**src/sha1_stream_hasher_unit_defines.svh**
```systemverilog
// Assertion macros shared by the SHA-1 stream hasher.
`ifndef SHA1_STREAM_HASHER_UNIT_DEFINES_SVH
`define SHA1_STREAM_HASHER_UNIT_DEFINES_SVH

// Same-cycle implication, checked on every rising clock edge out of reset.
`define SHA1_ASSERT_SAME(label, ante, cons, msg) \
	label: assert property (@(posedge clk) disable iff (!arst_n) (ante) |-> (cons)) \
		else $error(msg);

// Next-cycle implication, checked on every rising clock edge out of reset.
`define SHA1_ASSERT_NEXT(label, ante, cons, msg) \
	label: assert property (@(posedge clk) disable iff (!arst_n) (ante) |=> (cons)) \
		else $error(msg);

`endif

```
**src/sha1_pkg.sv**
```systemverilog
// Types and constants of the SHA-1 stream hasher.
`timescale 1ns / 1ps
package sha1_pkg;

	typedef logic [31:0] word_t;
	typedef logic [4:0][31:0] chain_t;

	localparam word_t K_R0 = 32'h5A827999;
	localparam word_t K_R1 = 32'h6ED9EBA1;
	localparam word_t K_R2 = 32'h8F1BBCDC;
	localparam word_t K_R3 = 32'hCA62C1D6;

	localparam chain_t H_INIT = {32'hC3D2E1F0, 32'h10325476, 32'h98BADCFE,
		32'hEFCDAB89, 32'h67452301};

	localparam logic [7:0] PAD_MARK = 8'h80;
	localparam logic [6:0] ROUND_LAST = 7'd80;

	typedef enum logic [2:0] {
		ST_IDLE,
		ST_PAD,
		ST_LEN,
		ST_COMP,
		ST_OUT
	} state_t;

	typedef struct packed {
		logic        wr_byte;
		logic [5:0]  pos;
		logic [7:0]  data;
		logic        wr_len;
		logic [63:0] len;
		logic        start;
		logic        init;
	} core_ctrl_t;

endpackage

```
**src/sha1_compress.sv**
```systemverilog
// Block buffer, chaining words and the shared SHA-1 round unit.
`timescale 1ns / 1ps
module sha1_compress
	import sha1_pkg::*;
(
	input  logic       clk,
	input  logic       arst_n,
	input  core_ctrl_t ctrl,
	output logic       done,
	output chain_t     chain
);

	word_t      buf_q [16];
	chain_t     h_q;
	word_t      a_q, b_q, c_q, d_q, e_q;
	logic [6:0] round_q;
	logic       busy_q;
	logic       done_q;

	word_t      f;
	word_t      k;
	word_t      t;
	word_t      w_new;
	logic [1:0] lane;
	logic       rnd;

	assign rnd  = busy_q && (round_q != ROUND_LAST);
	assign lane = 2'd3 - ctrl.pos[1:0];

	always_comb begin
		if (round_q < 7'd20) begin
			f = (b_q & c_q) | (~b_q & d_q);
			k = K_R0;
		end else if (round_q < 7'd40) begin
			f = b_q ^ c_q ^ d_q;
			k = K_R1;
		end else if (round_q < 7'd60) begin
			f = (b_q & c_q) | (b_q & d_q) | (c_q & d_q);
			k = K_R2;
		end else begin
			f = b_q ^ c_q ^ d_q;
			k = K_R3;
		end
		t = {a_q[26:0], a_q[31:27]} + f + e_q + k + buf_q[0];
		w_new = buf_q[13] ^ buf_q[8] ^ buf_q[2] ^ buf_q[0];
	end

	always_ff @(posedge clk) begin
		if (rnd) begin
			for (int i = 0; i < 15; i++) begin
				buf_q[i] <= buf_q[i + 1];
			end
			buf_q[15] <= {w_new[30:0], w_new[31]};
		end else begin
			if (ctrl.wr_byte) begin
				buf_q[ctrl.pos[5:2]][{lane, 3'b000} +: 8] <= ctrl.data;
			end
			if (ctrl.wr_len) begin
				buf_q[14] <= ctrl.len[63:32];
				buf_q[15] <= ctrl.len[31:0];
			end
		end
	end

	always_ff @(posedge clk) begin
		if (ctrl.start) begin
			a_q <= h_q[0];
			b_q <= h_q[1];
			c_q <= h_q[2];
			d_q <= h_q[3];
			e_q <= h_q[4];
		end else if (rnd) begin
			a_q <= t;
			b_q <= a_q;
			c_q <= {b_q[1:0], b_q[31:2]};
			d_q <= c_q;
			e_q <= d_q;
		end
	end

	always_ff @(posedge clk or negedge arst_n) begin
		if (!arst_n) begin
			h_q     <= H_INIT;
			round_q <= '0;
			busy_q  <= 1'b0;
			done_q  <= 1'b0;
		end else begin
			done_q <= 1'b0;
			if (ctrl.init) begin
				h_q <= H_INIT;
			end
			if (ctrl.start) begin
				busy_q  <= 1'b1;
				round_q <= '0;
			end else if (rnd) begin
				round_q <= round_q + 7'd1;
			end else if (busy_q) begin
				h_q[0] <= h_q[0] + a_q;
				h_q[1] <= h_q[1] + b_q;
				h_q[2] <= h_q[2] + c_q;
				h_q[3] <= h_q[3] + d_q;
				h_q[4] <= h_q[4] + e_q;
				busy_q <= 1'b0;
				done_q <= 1'b1;
			end
		end
	end

	assign done  = done_q;
	assign chain = h_q;

endmodule

```
**src/sha1_stream_hasher_unit.sv**
```systemverilog
// Top level of the SHA-1 stream hasher: byte intake, padding control and digest output.
//
// Message bytes arrive one per input beat, with tuser marking a byte that belongs to the
// message and tlast closing the message. A byte that completes a 64-byte block starts the
// compression, which runs one round per cycle in a single shared round unit: 80 rounds,
// the chaining add and the hand-back of control, and the input is held off until they
// are done. Closing a message writes the 0x80 marker and zero bytes one per cycle up to
// the length field, then the 64-bit bit length, then one compression; when fewer than nine
// bytes of the block are free a second block is padded and compressed first. The digest
// then leaves as five output beats, word 0 first, tlast on the fifth, and the hasher is
// ready for the next message. The input is not ready while a block is compressed, padded
// or the digest is being sent.
`timescale 1ns / 1ps
`include "sha1_stream_hasher_unit_defines.svh"
module sha1_stream_hasher_unit
	import sha1_pkg::*;
(
	input  logic        clk,
	input  logic        arst_n,
	input  logic        s_tvalid,
	output logic        s_tready,
	input  logic [7:0]  s_tdata,   // [7:0] data_byte
	input  logic        s_tuser,   // [0] byte_valid
	input  logic        s_tlast,   // end_of_message
	output logic        m_tvalid,
	input  logic        m_tready,
	output logic [39:0] m_tdata,   // [31:0] digest_word, [34:32] word_index, [39:35] zero
	output logic        m_tlast    // last_word
);

	state_t      state_q, state_nx;
	logic [60:0] cnt_q;
	logic [5:0]  pos_q;
	logic        first_q;
	logic        eom_q;
	logic        len_q;
	logic [2:0]  idx_q;

	core_ctrl_t  ctrl;
	logic        core_done;
	chain_t      chain;
	logic        in_acc;
	logic        out_acc;
	logic        out_fin;

	sha1_compress u_core (
		.clk    (clk),
		.arst_n (arst_n),
		.ctrl   (ctrl),
		.done   (core_done),
		.chain  (chain)
	);

	always_comb begin
		state_nx = state_q;
		case (state_q)
			ST_IDLE: begin
				if (in_acc) begin
					if (s_tuser && (cnt_q[5:0] == 6'd63)) begin
						state_nx = ST_COMP;
					end else if (s_tlast) begin
						state_nx = ST_PAD;
					end
				end
			end
			ST_PAD: begin
				if (pos_q == 6'd55) begin
					state_nx = ST_LEN;
				end else if (pos_q == 6'd63) begin
					state_nx = ST_COMP;
				end
			end
			ST_LEN: begin
				state_nx = ST_COMP;
			end
			ST_COMP: begin
				if (core_done) begin
					if (len_q) begin
						state_nx = ST_OUT;
					end else if (eom_q) begin
						state_nx = ST_PAD;
					end else begin
						state_nx = ST_IDLE;
					end
				end
			end
			ST_OUT: begin
				if (out_fin) begin
					state_nx = ST_IDLE;
				end
			end
			default: begin
				state_nx = ST_IDLE;
			end
		endcase
	end

	always_comb begin
		s_tready = 1'b0;
		m_tvalid = 1'b0;
		ctrl     = '0;
		case (state_q)
			ST_IDLE: begin
				s_tready     = 1'b1;
				ctrl.wr_byte = s_tvalid && s_tuser;
				ctrl.pos     = cnt_q[5:0];
				ctrl.data    = s_tdata;
				ctrl.start   = s_tvalid && s_tuser && (cnt_q[5:0] == 6'd63);
			end
			ST_PAD: begin
				ctrl.wr_byte = 1'b1;
				ctrl.pos     = pos_q;
				ctrl.data    = first_q ? PAD_MARK : 8'h00;
				ctrl.start   = (pos_q == 6'd63);
			end
			ST_LEN: begin
				ctrl.wr_len = 1'b1;
				ctrl.len    = {cnt_q, 3'b000};
				ctrl.start  = 1'b1;
			end
			ST_OUT: begin
				m_tvalid  = 1'b1;
				ctrl.init = m_tready && (idx_q == 3'd4);
			end
			default: begin
				s_tready = 1'b0;
			end
		endcase
	end

	assign in_acc  = s_tvalid && s_tready;
	assign out_acc = m_tvalid && m_tready;
	assign out_fin = out_acc && (idx_q == 3'd4);

	assign m_tdata = {5'd0, idx_q, chain[idx_q]};
	assign m_tlast = (idx_q == 3'd4);

	always_ff @(posedge clk or negedge arst_n) begin
		if (!arst_n) begin
			state_q <= ST_IDLE;
			cnt_q   <= '0;
			pos_q   <= '0;
			first_q <= 1'b0;
			eom_q   <= 1'b0;
			len_q   <= 1'b0;
			idx_q   <= '0;
		end else begin
			state_q <= state_nx;
			if (in_acc) begin
				eom_q   <= s_tlast;
				first_q <= 1'b1;
				len_q   <= 1'b0;
				pos_q   <= s_tuser ? (cnt_q[5:0] + 6'd1) : cnt_q[5:0];
				if (s_tuser) begin
					cnt_q <= cnt_q + 61'd1;
				end
			end
			if (state_q == ST_PAD) begin
				pos_q   <= pos_q + 6'd1;
				first_q <= 1'b0;
			end
			if (state_q == ST_LEN) begin
				len_q <= 1'b1;
			end
			if (out_acc) begin
				idx_q <= out_fin ? 3'd0 : (idx_q + 3'd1);
			end
			if (out_fin) begin
				cnt_q <= '0;
			end
		end
	end

	`SHA1_ASSERT_SAME(a_no_overlap, 1'b1, !(s_tready && m_tvalid), "input and output both active")
	`SHA1_ASSERT_NEXT(a_back_idle, out_fin, s_tready && (cnt_q == 61'd0), "no idle after digest")
	`SHA1_ASSERT_NEXT(a_close_busy, in_acc && s_tlast, !s_tready, "ready after message close")

endmodule

```
**config.mk**
```make
export PLATFORM = sky130hd
export DESIGN_NAME = sha1_stream_hasher_unit
export DESIGN_NICKNAME = d
export VERILOG_FILES = /design/src/sha1_pkg.sv /design/src/sha1_compress.sv /design/src/sha1_stream_hasher_unit.sv
export VERILOG_INCLUDE_DIRS = /design/src /design/src/src
export SDC_FILE = /design/constraint.sdc
export NUM_CORES = 2
export LEC_CHECK = 0
export BUFFER_PORTS_ARGS = -buffer_cell sky130_fd_sc_hd__buf_2
export CAP_MARGIN = 30
export CORE_UTILIZATION = 35
export CTS_CLUSTER_SIZE = 14
export DETAILED_ROUTE_END_ITERATION = 10
export GPL_TIMING_DRIVEN = 0
export SLEW_MARGIN = 20
export SYNTH_ARGS = -nofsm -noshare
export SYNTH_HDL_FRONTEND = slang
export SYNTH_SLANG_ARGS = --single-unit
```
**constraint.sdc**
```tcl
create_clock -name clk -period 6.95 [get_ports clk]
set_input_delay 0.3475 -clock clk [delete_from_list [all_inputs] [get_ports clk]]
set_output_delay 0.3475 -clock clk [all_outputs]
set_load 0.005 [all_outputs]
```
==> run summary <==
status - finished clean
Setup crit start kind - register
critical path class - register to register
Async S/R FF share, synth - 26.7%
Critical Path AT - 7200 ps
Yosys warnings - 0
die width - 397 um
RD Place Congestion - 0.989
Fmax achieved - 149 MHz
commonest cells after routing, fill and taps aside - 930 x nand2_1, 720 x o21ai_0, 672 x edfxtp_1
Ports - 57
H-tree levels - 3
first-pass GRT wire length - 287000 um
CTS Root Cell - clkbuf_16
mapped cell area - 0.0547 mm^2
Worst Tran Pin Value - 1170 ps
Fin Clk Skew - 65.6 ps
placed wire-length estimate - 151000 um
die area - 0.158 mm^2
max-cap viol count - 0
final worst path period need - 6730 ps
Worst-Skew Late Latency - 750 ps
commonest non-fill, non-tap cell in the layout - nand2_1
Num Clock Sinks - 917
CTS Buf Count - 103
drt total wl - 197000 um
Die H - 397 um
Layout Area Growth over Synthesis - 12.6%
period utilisation layout - 96.8%
initial antenna violation count - 4
top_reg_cell synth - edfxtp_1
# setup viols final - 0
gr ovfl total - 0
vias in the first global route - 43100
Initial DRC Count - 4546
register area share after synthesis - 48.2%
DR WL/cell - 24.8 um
HP Class - primary input to asynchronous set/reset pin
Port Buffers - 50
# rows - 144
CTS tree - done
EDFF count, synth - 672
CTS max path bufs - 3
Vias - 45000
Cells after Synth - 5615
WP data required - 7420 ps
largest net degree at the start of global routing - 83
final slew viol count - 0
starting density of the core - 35.4%
drt first pass iters - 8
worst-path maximum fanout - 10
RSZ-0062 raised after global routing - false
Worst-path clk slew - 60 ps
max_slew headroom - 21.8%
vias per inst - 5.66
share of layout cells above drive strength 1 - 9.40%
GRT Util Overall - 24.6%
Fillers - 15100
Routed Antenna Nets - 0
Netlist cell types - 106
core area - 0.155 mm^2
Mapped Avg Cell Area - 9.75 um^2
# DRC - 0
synthesized flop and latch total - 917
Place WS - -1350 ps
Hold Vio Cnt, Final - 0
critical path capture point type - register
final worst setup slack - 222 ps
# nets final - 6181
[cells in the mapped netlist (all sizes together), types with 38 or more instances]
cell | n | share of area (%)
a21o | 83 | 1.1
a21oi | 315 | 3.0
buf | 119 | 1.1
clkbuf | 175 | 1.2
dfrtp | 165 | 7.5
dfstp | 80 | 3.8
edfxtp | 672 | 37
fa | 124 | 4.5
ha | 230 | 5.3
inv | 230 | 1.6
mux2i | 71 | 1.3
nand2 | 933 | 6.4
nand3 | 225 | 2.1
nor2 | 427 | 2.9
nor2b | 47 | 0.54
nor3 | 138 | 1.4
o211ai | 42 | 0.58
o21ai | 753 | 6.9
o22ai | 38 | 0.45
xnor2 | 202 | 3.2
xor2 | 118 | 1.9
[flip-flops by register name, indices dropped and copies added, names as in the netlist]
name,cells
pos_q,6
u_core.e_q,32
u_core.done,1
cnt_q,61
len_q,1
u_core.b_q,32
u_core.c_q,32
u_core.round_q,7
first_q,1
u_core.chain,160
u_core.d_q,32
eom_q,1
idx_q,3
u_core.busy_q,1
u_core.a_q,32
state_q,3
u_core.buf_q,512
[worst paths after layout]
check                                   from           endpoint  slack [ps]  depth (start not counted)
setup reg to reg           u_core.round_q[4]     u_core.a_q[31]         220                         24
setup / recovery           u_core.round_q[4]     u_core.a_q[31]         220                         24
min in group clk                     s_tuser           pos_q[5]         190                          5
hold reg to reg                      first_q            first_q         500                          2
max in group asynchronous             arst_n   u_core.chain[51]        5740                          4
hold / removal                        arst_n  u_core.chain[129]          80                          2
[cell families after synthesis]
group | count (synthesis) | share of synthesized area [%]
simple gates | 1946 | 15.6
compound gates | 1447 | 15.4
flops | 917 | 48.2
buf+inv | 524 | 3.84
fa+ha+maj | 354 | 9.79
xor+xnor | 320 | 5.12
mux | 106 | 2.02
other cells | 1 | 0.00685
[metal layers]
metal	global-route usage [%]	vias up	part of all wire, %
met3	4.24	465	8.4
met4	13.0	6	6.0
met5	0	-	0.016
met2	38.6	2200	45
met1	32.3	22100	41
li1	-	20300	-
[cell type report]
cell class	instances	area (um^2)	share of cell area [%]
flip-flops and latches	917	26400	42.8
multi-input cells	4178	26300	42.7
clock buffers	130	2750	4.47
well taps	2044	2560	4.15
plain buffers	294	1280	2.08
inverters	230	871	1.41
repair buffers	89	751	1.22
clock inverters	65	692	1.12
diodes	1	2.50	0.00406
[metrics by stage]
| stage | cell area [um^2] | cells | TNS [ps] | hold slack, ps | util [%] |
|---|---|---|---|---|---|
| 6_report | 61600 | 7948 | 0 | 78.4 | 39.9 |
| 5_1_grt | 61600 | 7948 | 0 | 61.8 | 39.9 |
| 4_1_cts | 61600 | 7941 | 0 | 30.3 | 39.8 |
| 3_5_place_dp | 58000 | 7740 | -23420 | 224 | 37.5 |
| 3_3_place_gp | 57600 | 7713 | -427120 | 484 | 37.2 |
| 2_1_floorplan | 54800 | 5619 | 0 | 51.9 | - |
[what timing repair did]
| item | 4_1_cts | 5_1_grt |
|---|---|---|
| pin swaps | 0 | 1 |
| hold buffers | 4 | 0 |
| gates resized for setup | 22 | 11 |
| buffers inserted | 2 | 5 |
| cloned | 0 | 0 |
| hold endpoints to repair | 66 | 0 |
| endpoints found under the setup margin | 26 | 13 |
[worst max-delay path: stages, from the launching register on]
cell	delay (ps)
dfrtp_1	460
and3_1	260
a21oi_4	260
clkinvlp_4	120
buf_4	170
nor2_4	220
inv_2	150
nand2_4	170
clkbuf_4	300
o21ai_0	220
fa_1	560
inv_1	90
fa_1	520
inv_1	60
fa_1	500
inv_1	40
ha_1	430
nand4_1	150
or3_1	410
or3_1	360
o21ba_2	300
o2111ai_2	200
a31oi_4	230
xnor2_1	170
o21ai_1	90
Power is left out: the tool's default activity adds up to more than one toggle a clock period on the data nets, which glitch-free logic cannot reach.
